[config.mk]
export PLATFORM = sky130hd
export DESIGN_NAME = serial_line_editor_flat
export DESIGN_NICKNAME = d
export VERILOG_FILES = /design/src/hdl/sle_pkg.sv /design/src/hdl/sle_in_if.sv /design/src/hdl/sle_out_if.sv /design/src/hdl/sle_front.sv /design/src/hdl/sle_queue.sv /design/src/hdl/sle_back.sv /design/src/hdl/serial_line_editor.sv /design/src/flat_wrapper.sv
export SDC_FILE = /design/constraint.sdc
export NUM_CORES = 1
export LEC_CHECK = 0
export ABC_AREA = 1
export BUFFER_PORTS_ARGS = -buffer_cell sky130_fd_sc_hd__buf_2
export CORE_ASPECT_RATIO = 0.8
export CORE_UTILIZATION = 47
export DETAILED_ROUTE_END_ITERATION = 10
export GPL_TIMING_DRIVEN = 0
export PLACE_DENSITY_LB_ADDON = 0.12
export SYNTH_ARGS = -nofsm -noshare
export SYNTH_HDL_FRONTEND = slang
export SYNTH_SLANG_ARGS = --single-unit
[constraint.sdc]
create_clock -name clk_i -period 4.3 [get_ports clk_i]
set_clock_uncertainty 0.2 [all_clocks]
set_input_delay 0.645 -clock clk_i [delete_from_list [all_inputs] [get_ports clk_i]]
set_output_delay 0.645 -clock clk_i [all_outputs]
set_load 0.02 [all_outputs]
[src/hdl/sle_pkg.sv]
// Shared types and constants for the serial line editor.
// Used by every module under hdl/.
package sle_pkg;

  // Input commands
  localparam logic [1:0] CMD_RX   = 2'd0;
  localparam logic [1:0] CMD_READ = 2'd1;
  localparam logic [1:0] CMD_TX   = 2'd2;

  // Character codes
  localparam logic [7:0] CH_CR    = 8'h0D;
  localparam logic [7:0] CH_LF    = 8'h0A;
  localparam logic [7:0] CH_BS    = 8'h08;
  localparam logic [7:0] CH_BEL   = 8'h07;
  localparam logic [7:0] CH_SPACE = 8'h20;
  localparam logic [7:0] CH_TILDE = 8'h7E;
  localparam logic [7:0] CH_DEL   = 8'h7F;

  // Entries in the queue between front and back
  localparam int unsigned QDEPTH = 4;
  localparam int unsigned QAW    = 2;

  typedef enum logic [1:0] {
    KIND_TX      = 2'd0,
    KIND_DELIVER = 2'd1,
    KIND_NOLINE  = 2'd2,
    KIND_OVERRUN = 2'd3
  } kind_e;

  // How the back end expands one job into result words
  typedef enum logic [1:0] {
    OP_SINGLE  = 2'd0,  // one word
    OP_CR_THEN = 2'd1,  // CR, then the value
    OP_ERASE   = 2'd2   // BS, space, BS
  } job_op_e;

  typedef struct packed {
    job_op_e    op;
    kind_e      kind;
    logic [7:0] value;
  } job_t;

endpackage

[src/hdl/sle_in_if.sv]
// Input channel of the serial line editor: valid/ready with command and data byte.
// Depends on nothing but the port widths.
interface sle_in_if;
  logic       valid;
  logic       ready;
  logic [1:0] command;
  logic [7:0] data_byte;

  modport source (output valid, command, data_byte, input ready);
  modport sink   (input valid, command, data_byte, output ready);
endinterface

[src/hdl/sle_out_if.sv]
// Output channel of the serial line editor: valid/ready with kind, value and last.
// Depends on nothing but the port widths.
interface sle_out_if;
  logic       valid;
  logic       ready;
  logic [1:0] kind;
  logic [7:0] value;
  logic       last;

  modport source (output valid, kind, value, last, input ready);
  modport sink   (input valid, kind, value, last, output ready);
endinterface

[src/hdl/sle_front.sv]
// Front end: accepts input words, edits the line store and emits a job where one is due.
// Depends on sle_pkg and sle_in_if.
module sle_front #(
  parameter int unsigned LINE_DEPTH = 32
) (
  input  logic          clk_i,
  input  logic          rst_ni,
  sle_in_if.sink        in_i,
  output logic          push_valid_o,
  input  logic          push_ready_i,
  output sle_pkg::job_t push_job_o
);
  import sle_pkg::*;

  localparam int unsigned AW = $clog2(LINE_DEPTH);
  localparam logic [AW-1:0] FULL = AW'(LINE_DEPTH - 1);

  logic [7:0]    mem [LINE_DEPTH];
  logic [7:0]    rd_q;

  logic [AW-1:0] fill_q, fill_d;
  logic [AW-1:0] ridx_q, ridx_d;
  logic          pend_q, pend_d;

  logic          s1_v_q, s1_v_d;
  job_t          s1_job_q;
  logic          s1_mem_q;

  logic          accept;
  logic          has_job;
  job_t          job;
  logic          from_mem;
  logic          mem_we, mem_re;
  logic [7:0]    wdata;
  logic [7:0]    ch;

  assign in_i.ready = !s1_v_q || push_ready_i;
  assign accept     = in_i.valid && in_i.ready;

  // CR is taken as LF
  assign ch = (in_i.data_byte == CH_CR) ? CH_LF : in_i.data_byte;

  always_comb begin
    has_job    = 1'b0;
    job.op     = OP_SINGLE;
    job.kind   = KIND_TX;
    job.value  = '0;
    from_mem   = 1'b0;
    mem_we     = 1'b0;
    mem_re     = 1'b0;
    wdata      = ch;
    fill_d     = fill_q;
    ridx_d     = ridx_q;
    pend_d     = pend_q;
    unique case (in_i.command)
      CMD_RX: begin
        if (pend_q) begin
          has_job  = 1'b1;
          job.kind = KIND_OVERRUN;
        end else if (ch == CH_LF) begin
          has_job   = 1'b1;
          job.op    = OP_CR_THEN;
          job.value = CH_LF;
          mem_we    = 1'b1;
          pend_d    = 1'b1;
          ridx_d    = '0;
        end else if (ch >= CH_SPACE && ch <= CH_TILDE) begin
          has_job = 1'b1;
          if (fill_q == FULL) begin
            job.value = CH_BEL;
          end else begin
            job.value = ch;
            mem_we    = 1'b1;
            fill_d    = fill_q + AW'(1);
          end
        end else if (ch == CH_BS || ch == CH_DEL) begin
          if (fill_q != '0) begin
            has_job = 1'b1;
            job.op  = OP_ERASE;
            fill_d  = fill_q - AW'(1);
          end
        end
      end
      CMD_READ: begin
        has_job = 1'b1;
        if (!pend_q) begin
          job.kind = KIND_NOLINE;
        end else begin
          job.kind = KIND_DELIVER;
          from_mem = 1'b1;
          mem_re   = 1'b1;
          // LF sits at the fill position: delivering it frees the line
          if (ridx_q == fill_q) begin
            pend_d = 1'b0;
            fill_d = '0;
            ridx_d = '0;
          end else begin
            ridx_d = ridx_q + AW'(1);
          end
        end
      end
      CMD_TX: begin
        has_job   = 1'b1;
        job.op    = (in_i.data_byte == CH_LF) ? OP_CR_THEN : OP_SINGLE;
        job.value = in_i.data_byte;
      end
      default: begin
        has_job = 1'b0;
      end
    endcase
  end

  always_ff @(posedge clk_i) begin
    if (accept && mem_we) begin
      mem[fill_q] <= wdata;
    end
  end

  always_ff @(posedge clk_i) begin
    if (accept && mem_re) begin
      rd_q <= mem[ridx_q];
    end
  end

  always_comb begin
    s1_v_d = s1_v_q;
    if (accept) begin
      s1_v_d = has_job;
    end else if (push_ready_i) begin
      s1_v_d = 1'b0;
    end
  end

  always_ff @(posedge clk_i or negedge rst_ni) begin
    if (!rst_ni) begin
      fill_q <= '0;
      ridx_q <= '0;
      pend_q <= 1'b0;
      s1_v_q <= 1'b0;
    end else begin
      s1_v_q <= s1_v_d;
      if (accept) begin
        fill_q <= fill_d;
        ridx_q <= ridx_d;
        pend_q <= pend_d;
      end
    end
  end

  always_ff @(posedge clk_i) begin
    if (accept) begin
      s1_job_q <= job;
      s1_mem_q <= from_mem;
    end
  end

  always_comb begin
    push_job_o = s1_job_q;
    if (s1_mem_q) begin
      push_job_o.value = rd_q;
    end
  end

  assign push_valid_o = s1_v_q;

endmodule

[src/hdl/sle_queue.sv]
// Short job queue between the front and back ends of the serial line editor.
// Depends on sle_pkg.
module sle_queue (
  input  logic          clk_i,
  input  logic          rst_ni,
  input  logic          push_valid_i,
  output logic          push_ready_o,
  input  sle_pkg::job_t push_job_i,
  output logic          pop_valid_o,
  input  logic          pop_ready_i,
  output sle_pkg::job_t pop_job_o
);
  import sle_pkg::*;

  job_t           entry_q [QDEPTH];
  logic [QAW-1:0] wr_q, rd_q;
  logic [QAW:0]   cnt_q;
  logic           push, pop;

  assign push_ready_o = (cnt_q != (QAW+1)'(QDEPTH));
  assign pop_valid_o  = (cnt_q != '0);
  assign push         = push_valid_i && push_ready_o;
  assign pop          = pop_valid_o && pop_ready_i;
  assign pop_job_o    = entry_q[rd_q];

  always_ff @(posedge clk_i) begin
    if (push) begin
      entry_q[wr_q] <= push_job_i;
    end
  end

  always_ff @(posedge clk_i or negedge rst_ni) begin
    if (!rst_ni) begin
      wr_q  <= '0;
      rd_q  <= '0;
      cnt_q <= '0;
    end else begin
      if (push) begin
        wr_q <= wr_q + QAW'(1);
      end
      if (pop) begin
        rd_q <= rd_q + QAW'(1);
      end
      if (push && !pop) begin
        cnt_q <= cnt_q + (QAW+1)'(1);
      end else if (pop && !push) begin
        cnt_q <= cnt_q - (QAW+1)'(1);
      end
    end
  end

endmodule

[src/hdl/sle_back.sv]
// Back end: expands each queued job into result words and drives the output register.
// Depends on sle_pkg and sle_out_if.
module sle_back (
  input  logic          clk_i,
  input  logic          rst_ni,
  input  logic          pop_valid_i,
  output logic          pop_ready_o,
  input  sle_pkg::job_t pop_job_i,
  sle_out_if.source     out_o
);
  import sle_pkg::*;

  logic [1:0] step_q;
  logic       ov_q;
  logic [1:0] kind_q;
  logic [7:0] value_q;
  logic       last_q;

  logic       load, take;
  logic [7:0] res_value;
  logic       res_last;

  always_comb begin
    res_value = pop_job_i.value;
    res_last  = 1'b1;
    unique case (pop_job_i.op)
      OP_SINGLE: begin
        res_last = 1'b1;
      end
      OP_CR_THEN: begin
        if (step_q == 2'd0) begin
          res_value = CH_CR;
          res_last  = 1'b0;
        end
      end
      OP_ERASE: begin
        res_value = (step_q == 2'd1) ? CH_SPACE : CH_BS;
        res_last  = (step_q == 2'd2);
      end
      default: begin
        res_last = 1'b1;
      end
    endcase
  end

  // Output register frees up when empty or when the word is taken
  assign load        = !ov_q || out_o.ready;
  assign take        = load && pop_valid_i;
  assign pop_ready_o = take && res_last;

  always_ff @(posedge clk_i or negedge rst_ni) begin
    if (!rst_ni) begin
      ov_q   <= 1'b0;
      step_q <= '0;
    end else begin
      if (load) begin
        ov_q <= pop_valid_i;
      end
      if (take) begin
        step_q <= res_last ? 2'd0 : step_q + 2'd1;
      end
    end
  end

  always_ff @(posedge clk_i) begin
    if (take) begin
      kind_q  <= pop_job_i.kind;
      value_q <= res_value;
      last_q  <= res_last;
    end
  end

  assign out_o.valid = ov_q;
  assign out_o.kind  = kind_q;
  assign out_o.value = value_q;
  assign out_o.last  = last_q;

endmodule

[src/hdl/serial_line_editor.sv]
// Serial line editor: one input word per cycle goes into the front end when it is ready; it
// edits the line store and queues a job. The back end emits one result word per cycle while
// the output is ready; a job yields one to three result words, with up to four jobs waiting
// between the sides. Each job passes the front stage, the queue and the output register.
// Depends on sle_pkg, sle_in_if, sle_out_if, sle_front, sle_queue and sle_back.
module serial_line_editor #(
  parameter int unsigned LINE_DEPTH = 32
) (
  input  logic       clk_i,
  input  logic       rst_ni,
  sle_in_if.sink     in_i,
  sle_out_if.source  out_o
);
  import sle_pkg::*;

  logic push_valid, push_ready;
  job_t push_job;
  logic pop_valid, pop_ready;
  job_t pop_job;

  sle_front #(
    .LINE_DEPTH(LINE_DEPTH)
  ) u_front (
    .clk_i        (clk_i),
    .rst_ni       (rst_ni),
    .in_i         (in_i),
    .push_valid_o (push_valid),
    .push_ready_i (push_ready),
    .push_job_o   (push_job)
  );

  sle_queue u_queue (
    .clk_i        (clk_i),
    .rst_ni       (rst_ni),
    .push_valid_i (push_valid),
    .push_ready_o (push_ready),
    .push_job_i   (push_job),
    .pop_valid_o  (pop_valid),
    .pop_ready_i  (pop_ready),
    .pop_job_o    (pop_job)
  );

  sle_back u_back (
    .clk_i       (clk_i),
    .rst_ni      (rst_ni),
    .pop_valid_i (pop_valid),
    .pop_ready_o (pop_ready),
    .pop_job_i   (pop_job),
    .out_o       (out_o)
  );

endmodule

[src/flat_wrapper.sv]
// flat-port wrapper written by rule: the top's interface ports become plain ports
module serial_line_editor_flat import sle_pkg::*;
#(
  parameter int unsigned LINE_DEPTH = 32
)
  (clk_i, rst_ni, in_i_valid, in_i_command, in_i_data_byte, in_i_ready, out_o_valid, out_o_kind, out_o_value, out_o_last, out_o_ready);
  sle_in_if in_i_i ();
  sle_out_if out_o_i ();
  input  logic clk_i;
  input  logic rst_ni;
  input wire logic [$bits(in_i_i.valid)-1:0] in_i_valid;
  input wire logic [$bits(in_i_i.command)-1:0] in_i_command;
  input wire logic [$bits(in_i_i.data_byte)-1:0] in_i_data_byte;
  output wire logic [$bits(in_i_i.ready)-1:0] in_i_ready;
  output wire logic [$bits(out_o_i.valid)-1:0] out_o_valid;
  output wire logic [$bits(out_o_i.kind)-1:0] out_o_kind;
  output wire logic [$bits(out_o_i.value)-1:0] out_o_value;
  output wire logic [$bits(out_o_i.last)-1:0] out_o_last;
  input wire logic [$bits(out_o_i.ready)-1:0] out_o_ready;
  assign in_i_i.valid = in_i_valid;
  assign in_i_i.command = in_i_command;
  assign in_i_i.data_byte = in_i_data_byte;
  assign in_i_ready = in_i_i.ready;
  assign out_o_valid = out_o_i.valid;
  assign out_o_kind = out_o_i.kind;
  assign out_o_value = out_o_i.value;
  assign out_o_last = out_o_i.last;
  assign out_o_i.ready = out_o_ready;
  serial_line_editor #(.LINE_DEPTH(LINE_DEPTH)) u_core (.clk_i(clk_i), .rst_ni(rst_ni), .in_i(in_i_i), .out_o(out_o_i));
endmodule
==> run summary, run 1 <==
Hold Fails Final Rpt: 0
Critical path type: reg2reg
Pre-antenna DRT Iters: 6
Ports: 27
Mapped Cells: 1,249
Detailed-routed wire length on met2: 17,200 um
DRT antenna net count: 0
Unrepaired setup endpoints after global routing: false
Crit Reg-Reg Startpoint: u_core.u_queue.rd_q[0]
Seq cells post-synth: 358
Largest cells by area after synthesis: edfxtp_1 67%, nor2_1 5.8%, o21ai_0 5.6%, dfrtp_1 3.7%, nand2_1 2.9%
Power per cell area: 561 nW/um2
Post-CTS Setup Bufs: 0
Total core area: 31,500 um2
Die height: 162 um
Final setup vio count: 0
IO Port Bufs: 26
Vias: 9,833
Ant diodes: 0
Fraction of layout cells with a size suffix above 1: 0.110
Worst Hold Depth: 2
Remaining DRCs: 0
Ys flop type: edfxtp_1
Sequential share of the synthesized area: 0.706
Share of the synthesized area in the top cell type: 0.669
Synthesis Warnings: 0
Max-Cap Viols: 0
First-pass GRT wire length: 58,500 um
CP Capture Type: flop
Fin crit share: 0.909
WHS: 0.100 ns
DRT Wirelength: 38,700 um
Top sig layer: met4
Critical Path Start Type: flop
Max FO, Critical Path: 10
Worst-Margin Slew: 1.40 ns
Clock tree root driver cell: clkbuf_16
Post-Layout Cell Count: 1,762
Commonest cells after routing, fill and taps aside: 336 x edfxtp_1, 232 x nor2_1, 169 x o21ai_0
Routed wl met3: 2820 um
Row count: 58
Reg clk slew, reported paths: 0.06 ns
Worst-Skew Late Latency: 0.53 ns
Total CTS buffers: 37
Initial Util: 0.479
GR Util All Layers: 0.243
Setup TNS: 0 ns
Clock Sinks: 358
Largest net degree at the start of global routing: 34
Min Tclk post-route: 3.91 ns
Syn Area/Cell: 12.1 um2
Commonest non-fill, non-tap cell in the layout: edfxtp_1
Max_slew headroom: 0.0567
CTS Buffer Depth: 3
Synth-to-layout area growth: 12.1%
FFs w/ async S/R, synth: 0.0615
Vias/cell: 5.58
Vias in the first global route: 9,343
GPL Wtd Cong: 0.924
Reg2reg end: u_core.u_queue.cnt_q[2]
Dpl cells: 1,696
Mapped Nets: 1,283
DIE AREA: 32,800 um2
DRT met1 WL: 17,700 um
Min-Delay Endpoint: u_core.u_back.out_o.valid
Synth Cell Area: 15,100 um2
Hold path startpoint: out_o_ready
H-tree depth: 2
Crit path required time: 4.51 ns
Worst reg2reg path depth: 17
Leading area contributor after synthesis: edfxtp_1
Worst R2R Setup Slack: 0.39 ns
DP Wirelength: 25,700 um
CTS tree: done
Die Width: 202 um
Netlist cell types: 41
CP Data Arrival Time: 4.12 ns
DR iter-0 viols: 1,033
Fin. max-slew vios: 0
Leak: 0.00598 uW
Post-synth EDFFs: 336
F_max: 256 MHz
Nets: 1,352
VDD IR max: 0.353 mV
Status: finished, final reports clean
Drt wl/cell: 22.0 um
Antenna violations before repair: 0
Worst Hold Class: in2reg
Grt ovf: 0
==> registers in the layout, summed over array words and instances (netlist names), 2 cells and up <==
signal,flops
u_core.u_front.ridx_q,5
u_core.u_back.out_o.value,8
u_core.u_front.push_job_o,4
u_core.u_queue.rd_q,2
u_core.u_back.step_q,2
u_core.u_queue.entry_q,48
u_core.u_queue.wr_q,2
u_core.u_front.fill_q,5
u_core.u_front.rd_q,8
u_core.u_front.s1_job_q,8
u_core.u_queue.cnt_q,3
u_core.u_front.mem,256
u_core.u_back.out_o.kind,2
==> metrics by stage <==
step / power, uW / utilization / cell area (um2) / worst slack, ns
CTS: 9530 / 0.535 / 16800 / 0.135
floorplan: 5730 / - / 15100 / 0.940
finish: 9490 / 0.537 / 16900 / 0.389
global placement: 6530 / 0.499 / 15700 / 0.223
global route: 9950 / 0.537 / 16900 / 0.0320
detailed placement: 6550 / 0.500 / 15700 / 0.149
==> logic make-up after synthesis <==
kind of cell / Yosys count / synth area share
and+or+nand+nor: 434 / 0.124
DFF: 358 / 0.706
AOI/OAI and AO/OA: 277 / 0.103
buffers and inverters: 140 / 0.0369
adders and majority gates: 20 / 0.0176
xor gates and xnor gates: 11 / 0.00639
muxes: 9 / 0.00672
==> timing repair <==
item                                    4_1_cts  5_1_grt
endpoints found under the setup margin        0        2
endpoints found under the hold margin        22        0
hold buffers                                  1        0
resized for setup                             0        3
==> worst max path at each step <==
stage,start,slack (ns),end,cells past startpoint
global placement,u_core.u_queue.rd_q[0],0.22,u_core.u_queue.cnt_q[2],18
floorplan,u_core.u_queue.rd_q[0],0.94,u_core.u_queue.cnt_q[2],18
CTS,u_core.u_queue.rd_q[0],0.13,u_core.u_queue.cnt_q[2],18
finish,u_core.u_queue.rd_q[0],0.39,u_core.u_queue.cnt_q[2],17
global route,u_core.u_queue.rd_q[0],0.03,u_core.u_queue.cnt_q[2],17
detailed placement,u_core.u_queue.rd_q[0],0.15,u_core.u_queue.cnt_q[2],18
==> cell type report <==
class	instances	area, um2
plain buffers	67	289
inverters	72	274
fillers	2716	14600
multi-input cells	751	3880
repair buffers	31	188
clock buffers	43	948
flip-flops and latches	358	10600
well taps	420	526
clock inverters	20	153
==> power by group <==
| group | total, uW | switching, uW | leakage (uW) | internal (uW) |
|---|---|---|---|---|
| combinational | 2280 | 1650 | 0.00211 | 635 |
| clock | 2990 | 1300 | 0.000537 | 1700 |
| sequential | 4210 | 113 | 0.00333 | 4090 |
| total | 9490 | 3060 | 0.00598 | 6430 |
==> layer usage <==
layer | global-route usage | vias to the layer above
li1 | - | 4608
met1 | 0.356 | 4813
met2 | 0.374 | 345
met3 | 0.0375 | 67
met4 | 0.0735 | 0
met5 | 0 | -
==> worst max-delay path, stage by stage (launching register included) <==
cell	delay (ns)
dfrtp_1	0.32
clkbuf_1	0.34
clkbuf_2	0.31
nand2_1	0.09
a32oi_1	0.31
inv_1	0.08
ha_1	0.32
inv_1	0.09
nand2_1	0.12
nand2_1	0.26
nand2_1	0.14
nand2_1	0.12
ha_1	0.15
inv_1	0.07
fa_1	0.44
a21oi_1	0.15
o21ai_0	0.11
xor2_1	0.15
==> cells in the mapped netlist, types with 2 or more instances <==
cell,count
buf_4,3
inv_2,6
o21ai_1,10
o22ai_1,38
o221ai_1,3
a32oi_1,2
fa_1,2
nand2_4,7
clkbuf_1,47
nand2_1,116
nor3_1,13
a21oi_1,17
clkinv_1,2
mux2_2,9
a31oi_1,2
nor2_1,232
inv_1,64
xnor2_1,2
nor2_2,6
o211ai_1,32
buf_2,15
buf_1,3
edfxtp_1,336
a21oi_2,2
or2_2,2
nand2_2,4
o21ai_0,169
nand4_1,10
xor2_1,9
ha_1,18
nand3_1,37
dfrtp_1,22
Power figures use the tool's default switching activity.
==> inputs of run 2 (changes only) <==
==> constraint.sdc (replaced) <==
create_clock -name clk_i -period 4.3 [get_ports clk_i]
set_clock_uncertainty 0.2 [all_clocks]
set_input_delay 0.86 -clock clk_i [delete_from_list [all_inputs] [get_ports clk_i]]
set_output_delay 0.86 -clock clk_i [all_outputs]
set_load 0.02 [all_outputs]
==> run 2 against run 1 <==
Compared with the run above: sequential share of layout area about the same; final area about the same; critical path depth unchanged; final cell count about the same; worst setup slack improved by 0.012 ns; combinational power about the same; routed wire length increased by 0.32%; total power about the same; via count about the same; fmax increased by 0.31%; non-clock buffer count decreased by 1.
==> run summary, run 2 (synthesized netlist as in run 1, its figures left out) <==
IO Port Bufs: 26
DR iter-0 viols: 1,073
Fill cells: 2,717
Max_slew headroom: 0.0430
DRT antenna net count: 0
Largest register by flop count: u_core.u_front.mem
Largest regs: u_core.u_front.mem (256), u_core.u_queue.entry_q (48)
Clock tree root driver cell: clkbuf_16
Crit Reg-Reg Startpoint: u_core.u_queue.rd_q[0]
Vias in the first global route: 9,343
CP Capture Type: flop
Hold Fails Final Rpt: 0
Internal power: 6430 uW
Final setup vio count: 0
GPL Wtd Cong: 0.924
DIE AREA: 32,800 um2
Switching portion of total power: 0.323
Power per cell area: 562 nW/um2
Fin. max-slew vios: 0
Worst setup path startpoint: u_core.u_queue.rd_q[0]
FF/Latch Area: 10,600 um2
F_max: 256 MHz
Fin crit share: 0.907
Max-Cap Viols: 0
Commonest cells after routing, fill and taps aside: 336 x edfxtp_1, 232 x nor2_1, 169 x o21ai_0
Dpl cells: 1,696
Total CTS buffers: 37
Min Tclk post-route: 3.90 ns
Ant diodes: 0
Ports: 27
Status: finished, final reports clean
Leak: 0.00598 uW
Antenna violations before repair: 0
Commonest non-fill, non-tap cell in the layout: edfxtp_1
Setup TNS: 0 ns
Unrepaired setup endpoints after global routing: false
Synth-to-layout area growth: 12.1%
Net Sw Power: 3060 uW
Post-route setup slack: 0.401 ns
Clock Sinks: 358
Vias/cell: 5.59
Crit path required time: 4.51 ns
Critical path's most frequent cell: nand2_1
Grt ovf: 0
Total core area: 31,500 um2
VDD IR max: 0.351 mV
Fraction of layout cells with a size suffix above 1: 0.110
Critical Path Start Type: flop
CP max stage delay: 0.44 ns
H-tree depth: 2
CTS Buffer Depth: 3
Multi-input gate area: 3880 um2
Vias: 9,838
Max reg flops: 256
First-pass GRT wire length: 58,500 um
Reg clk slew, reported paths: 0.06 ns
Clock share of power: 0.316
GR Util All Layers: 0.243
Drt wl/cell: 22.1 um
Max stage delay cell, worst path: fa_1
Initial Util: 0.479
Remaining DRCs: 0
Post-CTS Setup Bufs: 0
Crit-path cells: clkbuf_1, clkbuf_2, nand2_1, a32oi_1, inv_1, ha_1, inv_1, nand2_1, nand2_1, nand2_1, nand2_1, ha_1, inv_1, fa_1, a21oi_1, o21ai_0, xor2_1
Die height: 162 um
Die Width: 202 um
CTS tree: done
CP Data Arrival Time: 4.11 ns
Max FO, Critical Path: 10
Power share of the combinational group: 0.241
Post-Layout Cell Count: 1,761
Sequential share of power: 0.443
Worst-Skew Late Latency: 0.53 ns
Critical path type: reg2reg
Pre-antenna DRT Iters: 5
Worst Hold Class: in2async
DRT Wirelength: 38,800 um
Largest net degree at the start of global routing: 34
Placement Setup Slack: 0.149 ns
Worst-Margin Slew: 1.42 ns
Worst reg2reg path depth: 17
Row count: 58
Nets: 1,351
DP Wirelength: 25,700 um
[run 2: cell types whose count changed in the layout (fill, tap and decap cells not counted)]
| cell | before | now |
|---|---|---|
| dlygate4sd3_1 | 1 | 0 |
[run 2: area by class of cell]
cell class	count	area share
clock inverters	20	0.00904
clock buffers	43	0.0561
plain buffers	67	0.0171
multi-input cells	751	0.230
well taps	420	0.0311
flip-flops and latches	358	0.630
inverters	72	0.0162
repair buffers	30	0.0105
[run 2: power by group through the flow]
stage / Combinational, uW / Clock [uW] / Sequential (uW)
global placement: 2250 / 0 / 4280
CTS: 2280 / 3040 / 4210
global route: 2550 / 3160 / 4230
finish: 2280 / 3000 / 4210
detailed placement: 2270 / 0 / 4280
floorplan: 1410 / 0 / 4320
[run 2: critical path: cells and delay by family (launching register included)]
family,cells,cell delay [ns]
AOI/OAI and AO/OA,3,0.57
and+or+nand+nor,5,0.73
xor gates and xnor gates,1,0.15
buffers and inverters,5,0.89
DFF,1,0.32
adders and majority gates,3,0.91
[run 2: worst paths after layout]
check,to,slack (ns)
worst max-delay path,u_core.u_queue.cnt_q[2],0.40
worst min-delay path,u_core.u_back.step_q[0],0.13
worst max register to register,u_core.u_queue.cnt_q[2],0.40
worst min register to register,u_core.u_queue.entry_q[1][9],0.31
max in group asynchronous,u_core.u_front.fill_q[0],3.36
min in group clk_i,u_core.u_queue.entry_q[1][9],0.31
[run 2: metal layers]
layer	track usage	wire, um
met3	0.0375	2860
met2	0.374	17100
met1	0.356	17800
met5	0	0
met4	0.0735	1020
[run 2: metrics by stage]
step | instance area (um2) | utilization | power, uW | hold slack (ns)
finish | 16900 | 0.536 | 9490 | 0.129
CTS | 16800 | 0.535 | 9530 | 0.135
detailed placement | 15700 | 0.500 | 6550 | 0.296
global placement | 15700 | 0.499 | 6530 | 0.283
global route | 16900 | 0.536 | 9950 | 0.154
floorplan | 15100 | - | 5730 | 0.259
[run 2: timing repair]
item,CTS,global route
hold buffers,0,0
gates resized for setup,0,3
setup endpoints to repair,0,2
==> inputs of run 3 (changes only) <==
--- a/config.mk
+++ b/config.mk
@@ -6,10 +6,10 @@
 export NUM_CORES = 1
 export LEC_CHECK = 0
 export ABC_AREA = 1
-export BUFFER_PORTS_ARGS = -buffer_cell sky130_fd_sc_hd__buf_2
 export CORE_ASPECT_RATIO = 0.8
 export CORE_UTILIZATION = 47
 export DETAILED_ROUTE_END_ITERATION = 10
+export DONT_BUFFER_PORTS = 1
 export GPL_TIMING_DRIVEN = 0
 export PLACE_DENSITY_LB_ADDON = 0.12
 export SYNTH_ARGS = -nofsm -noshare
==> run 3 against run 2 <==
Compared with the run above: utilization shrank 0.22 points; first-iteration DRC count grew 3.4%; worst hold slack gained 0.099 ns; total power grew 1.0%; global-route usage grew 0.51 points; final cell count shrank 1.2%; register-to-register slack is essentially flat; clock-buffer cell count grew 4; worst setup slack gained 0.0079 ns; critical endpoint unchanged; largest cell class unchanged.
==> run summary, run 3 (synthesized netlist as in run 1, its figures left out) <==
Min Tclk post-route: 3.89 ns
Max stage delay cell, worst path: fa_1
Total CTS buffers: 37
IO Port Bufs: 0
Total core area: 31,500 um2
Crit path required time: 4.51 ns
Unrepaired setup endpoints after global routing: false
Fill cells: 2,726
Worst-Skew Late Latency: 0.54 ns
DRT antenna net count: 0
Nets: 1,325
Placement Setup Slack: 0.169 ns
CTS Buffer Depth: 3
Drt wl/cell: 22.9 um
Vias in the first global route: 9,433
Final instance area: 16,800 um2
H-tree depth: 2
Clock tree root driver cell: clkbuf_16
Post-CTS Setup Bufs: 0
First-pass GRT wire length: 59,700 um
Setup TNS: 0 ns
Commonest non-fill, non-tap cell in the layout: edfxtp_1
Die Width: 202 um
CTS tree: done
Largest register by flop count: u_core.u_front.mem
GPL Wtd Cong: 0.921
Largest regs: u_core.u_front.mem (256), u_core.u_queue.entry_q (48)
Reg clk slew, reported paths: 0.06 ns
Dpl cells: 1,670
Power per cell area: 570 nW/um2
Max_slew headroom: 0.0962
DIE AREA: 32,800 um2
Row count: 58
Fraction of layout cells with a size suffix above 1: 0.0933
Max reg flops: 256
Largest net degree at the start of global routing: 34
Die height: 162 um
Antenna violations before repair: 0
Clock share of power: 0.327
Clock Sinks: 358
F_max: 257 MHz
CP max stage delay: 0.44 ns
Status: finished, final reports clean
DP Wirelength: 26,200 um
DRT Wirelength: 39,800 um
Crit-path cells: clkbuf_1, inv_1, nand2_1, a32oi_1, inv_1, ha_1, inv_1, nand2_1, nand2_1, nand2_1, nand2_1, ha_1, inv_1, fa_1, a21oi_1, o21ai_0, xor2_1
Critical Path Start Type: flop
DR iter-0 viols: 1,109
Ports: 27
Max FO, Critical Path: 16
Hold Fails Final Rpt: 0
Commonest cells after routing, fill and taps aside: 336 x edfxtp_1, 232 x nor2_1, 169 x o21ai_0
Crit path buf inv count: 5
Worst-Margin Slew: 1.35 ns
Post-route setup slack: 0.409 ns
Critical path's most frequent cell: nand2_1
Net Sw Power: 3080 uW
Worst Hold Class: in2reg
Fin. max-slew vios: 0
Ant diodes: 0
Sequential share of power: 0.448
Initial Util: 0.479
CP Capture Type: flop
Fin crit share: 0.905
Power share of the combinational group: 0.224
Pre-antenna DRT Iters: 6
Switching portion of total power: 0.322
Critical path type: reg2reg
Area after DPL: 15,600 um2
Internal power: 6500 uW
Remaining DRCs: 0
Vias: 9,829
CP Data Arrival Time: 4.10 ns
Final setup vio count: 0
Tot Pwr: 9580 uW
Grt ovf: 0
VDD IR max: 0.347 mV
GR Util All Layers: 0.248
Leak: 0.00591 uW
Vias/cell: 5.65
Critical path's top delay family: adder cells
Max-Cap Viols: 0
Post-Layout Cell Count: 1,739
Synth-to-layout area growth: 11.6%
run 3: what timing repair did:
item,4_1_cts,5_1_grt
endpoints found under the hold margin,22,0
resized for setup,0,2
setup endpoints to repair,0,1
hold buffers,2,0
run 3: worst paths after layout:
| path | start | to | slack [ns] | cells past startpoint |
|---|---|---|---|---|
| worst max-delay path | u_core.u_queue.rd_q[0] | u_core.u_queue.cnt_q[2] | 0.41 | 17 |
| worst min-delay path | out_o_ready | u_core.u_back.out_o.valid | 0.23 | 1 |
| worst max register to register | u_core.u_queue.rd_q[0] | u_core.u_queue.cnt_q[2] | 0.41 | 17 |
| worst min register to register | u_core.u_front.push_job_o[9] | u_core.u_queue.entry_q[2][9] | 0.30 | 0 |
| max in group asynchronous | rst_ni | u_core.u_front.ridx_q[0] | 3.18 | 2 |
| min in group asynchronous | rst_ni | u_core.u_queue.cnt_q[0] | 0.56 | 2 |
run 3: final cells by class:
| cell class | instances | area, um2 | area share |
|---|---|---|---|
| multi-input combinational | 751 | 3890 | 0.231 |
| inverter | 72 | 270 | 0.0161 |
| tap | 420 | 526 | 0.0312 |
| timing repair buffer | 4 | 42.5 | 0.00253 |
| buffer | 67 | 289 | 0.0172 |
| clock buffer | 47 | 985 | 0.0585 |
| sequential | 358 | 10600 | 0.633 |
| clock inverter | 20 | 184 | 0.0109 |
run 3: worst reg2reg max path, stage by stage, from the launching register on:
cell      delay (ns)
dfrtp_1         0.36
clkbuf_1        0.19
inv_1           0.41
nand2_1         0.10
a32oi_1         0.29
inv_1           0.08
ha_1            0.32
inv_1           0.10
nand2_1         0.11
nand2_1         0.26
nand2_1         0.14
nand2_1         0.12
ha_1            0.15
inv_1           0.07
fa_1            0.44
a21oi_1         0.14
o21ai_0         0.11
xor2_1          0.15
run 3: metrics by stage:
step / hold slack [ns] / util
after floorplan: 0.259 / -
after global placement: 0.294 / 0.495
after detailed placement: 0.300 / 0.496
after CTS: 0.209 / 0.534
after global routing: 0.232 / 0.534
final: 0.228 / 0.534
run 3: metal layers:
metal / part of all wire / GRT usage / up-vias / routed length, um
met5: 0 / 0 / - / 0
met4: 0.025 / 0.0800 / 0 / 990
met3: 0.065 / 0.0399 / 64 / 2570
met2: 0.45 / 0.376 / 334 / 17700
met1: 0.46 / 0.366 / 4875 / 18500
li1: - / - / 4556 / -
run 3: power groups by stage:
| stage | Clock [uW] | Combinational (uW) | Sequential [uW] |
|---|---|---|---|
| global route | 3290 | 2400 | 4320 |
| CTS | 3170 | 2150 | 4300 |
| finish | 3140 | 2150 | 4290 |
| detailed placement | 0 | 2130 | 4370 |
| global placement | 0 | 2110 | 4360 |
| floorplan | 0 | 1410 | 4320 |
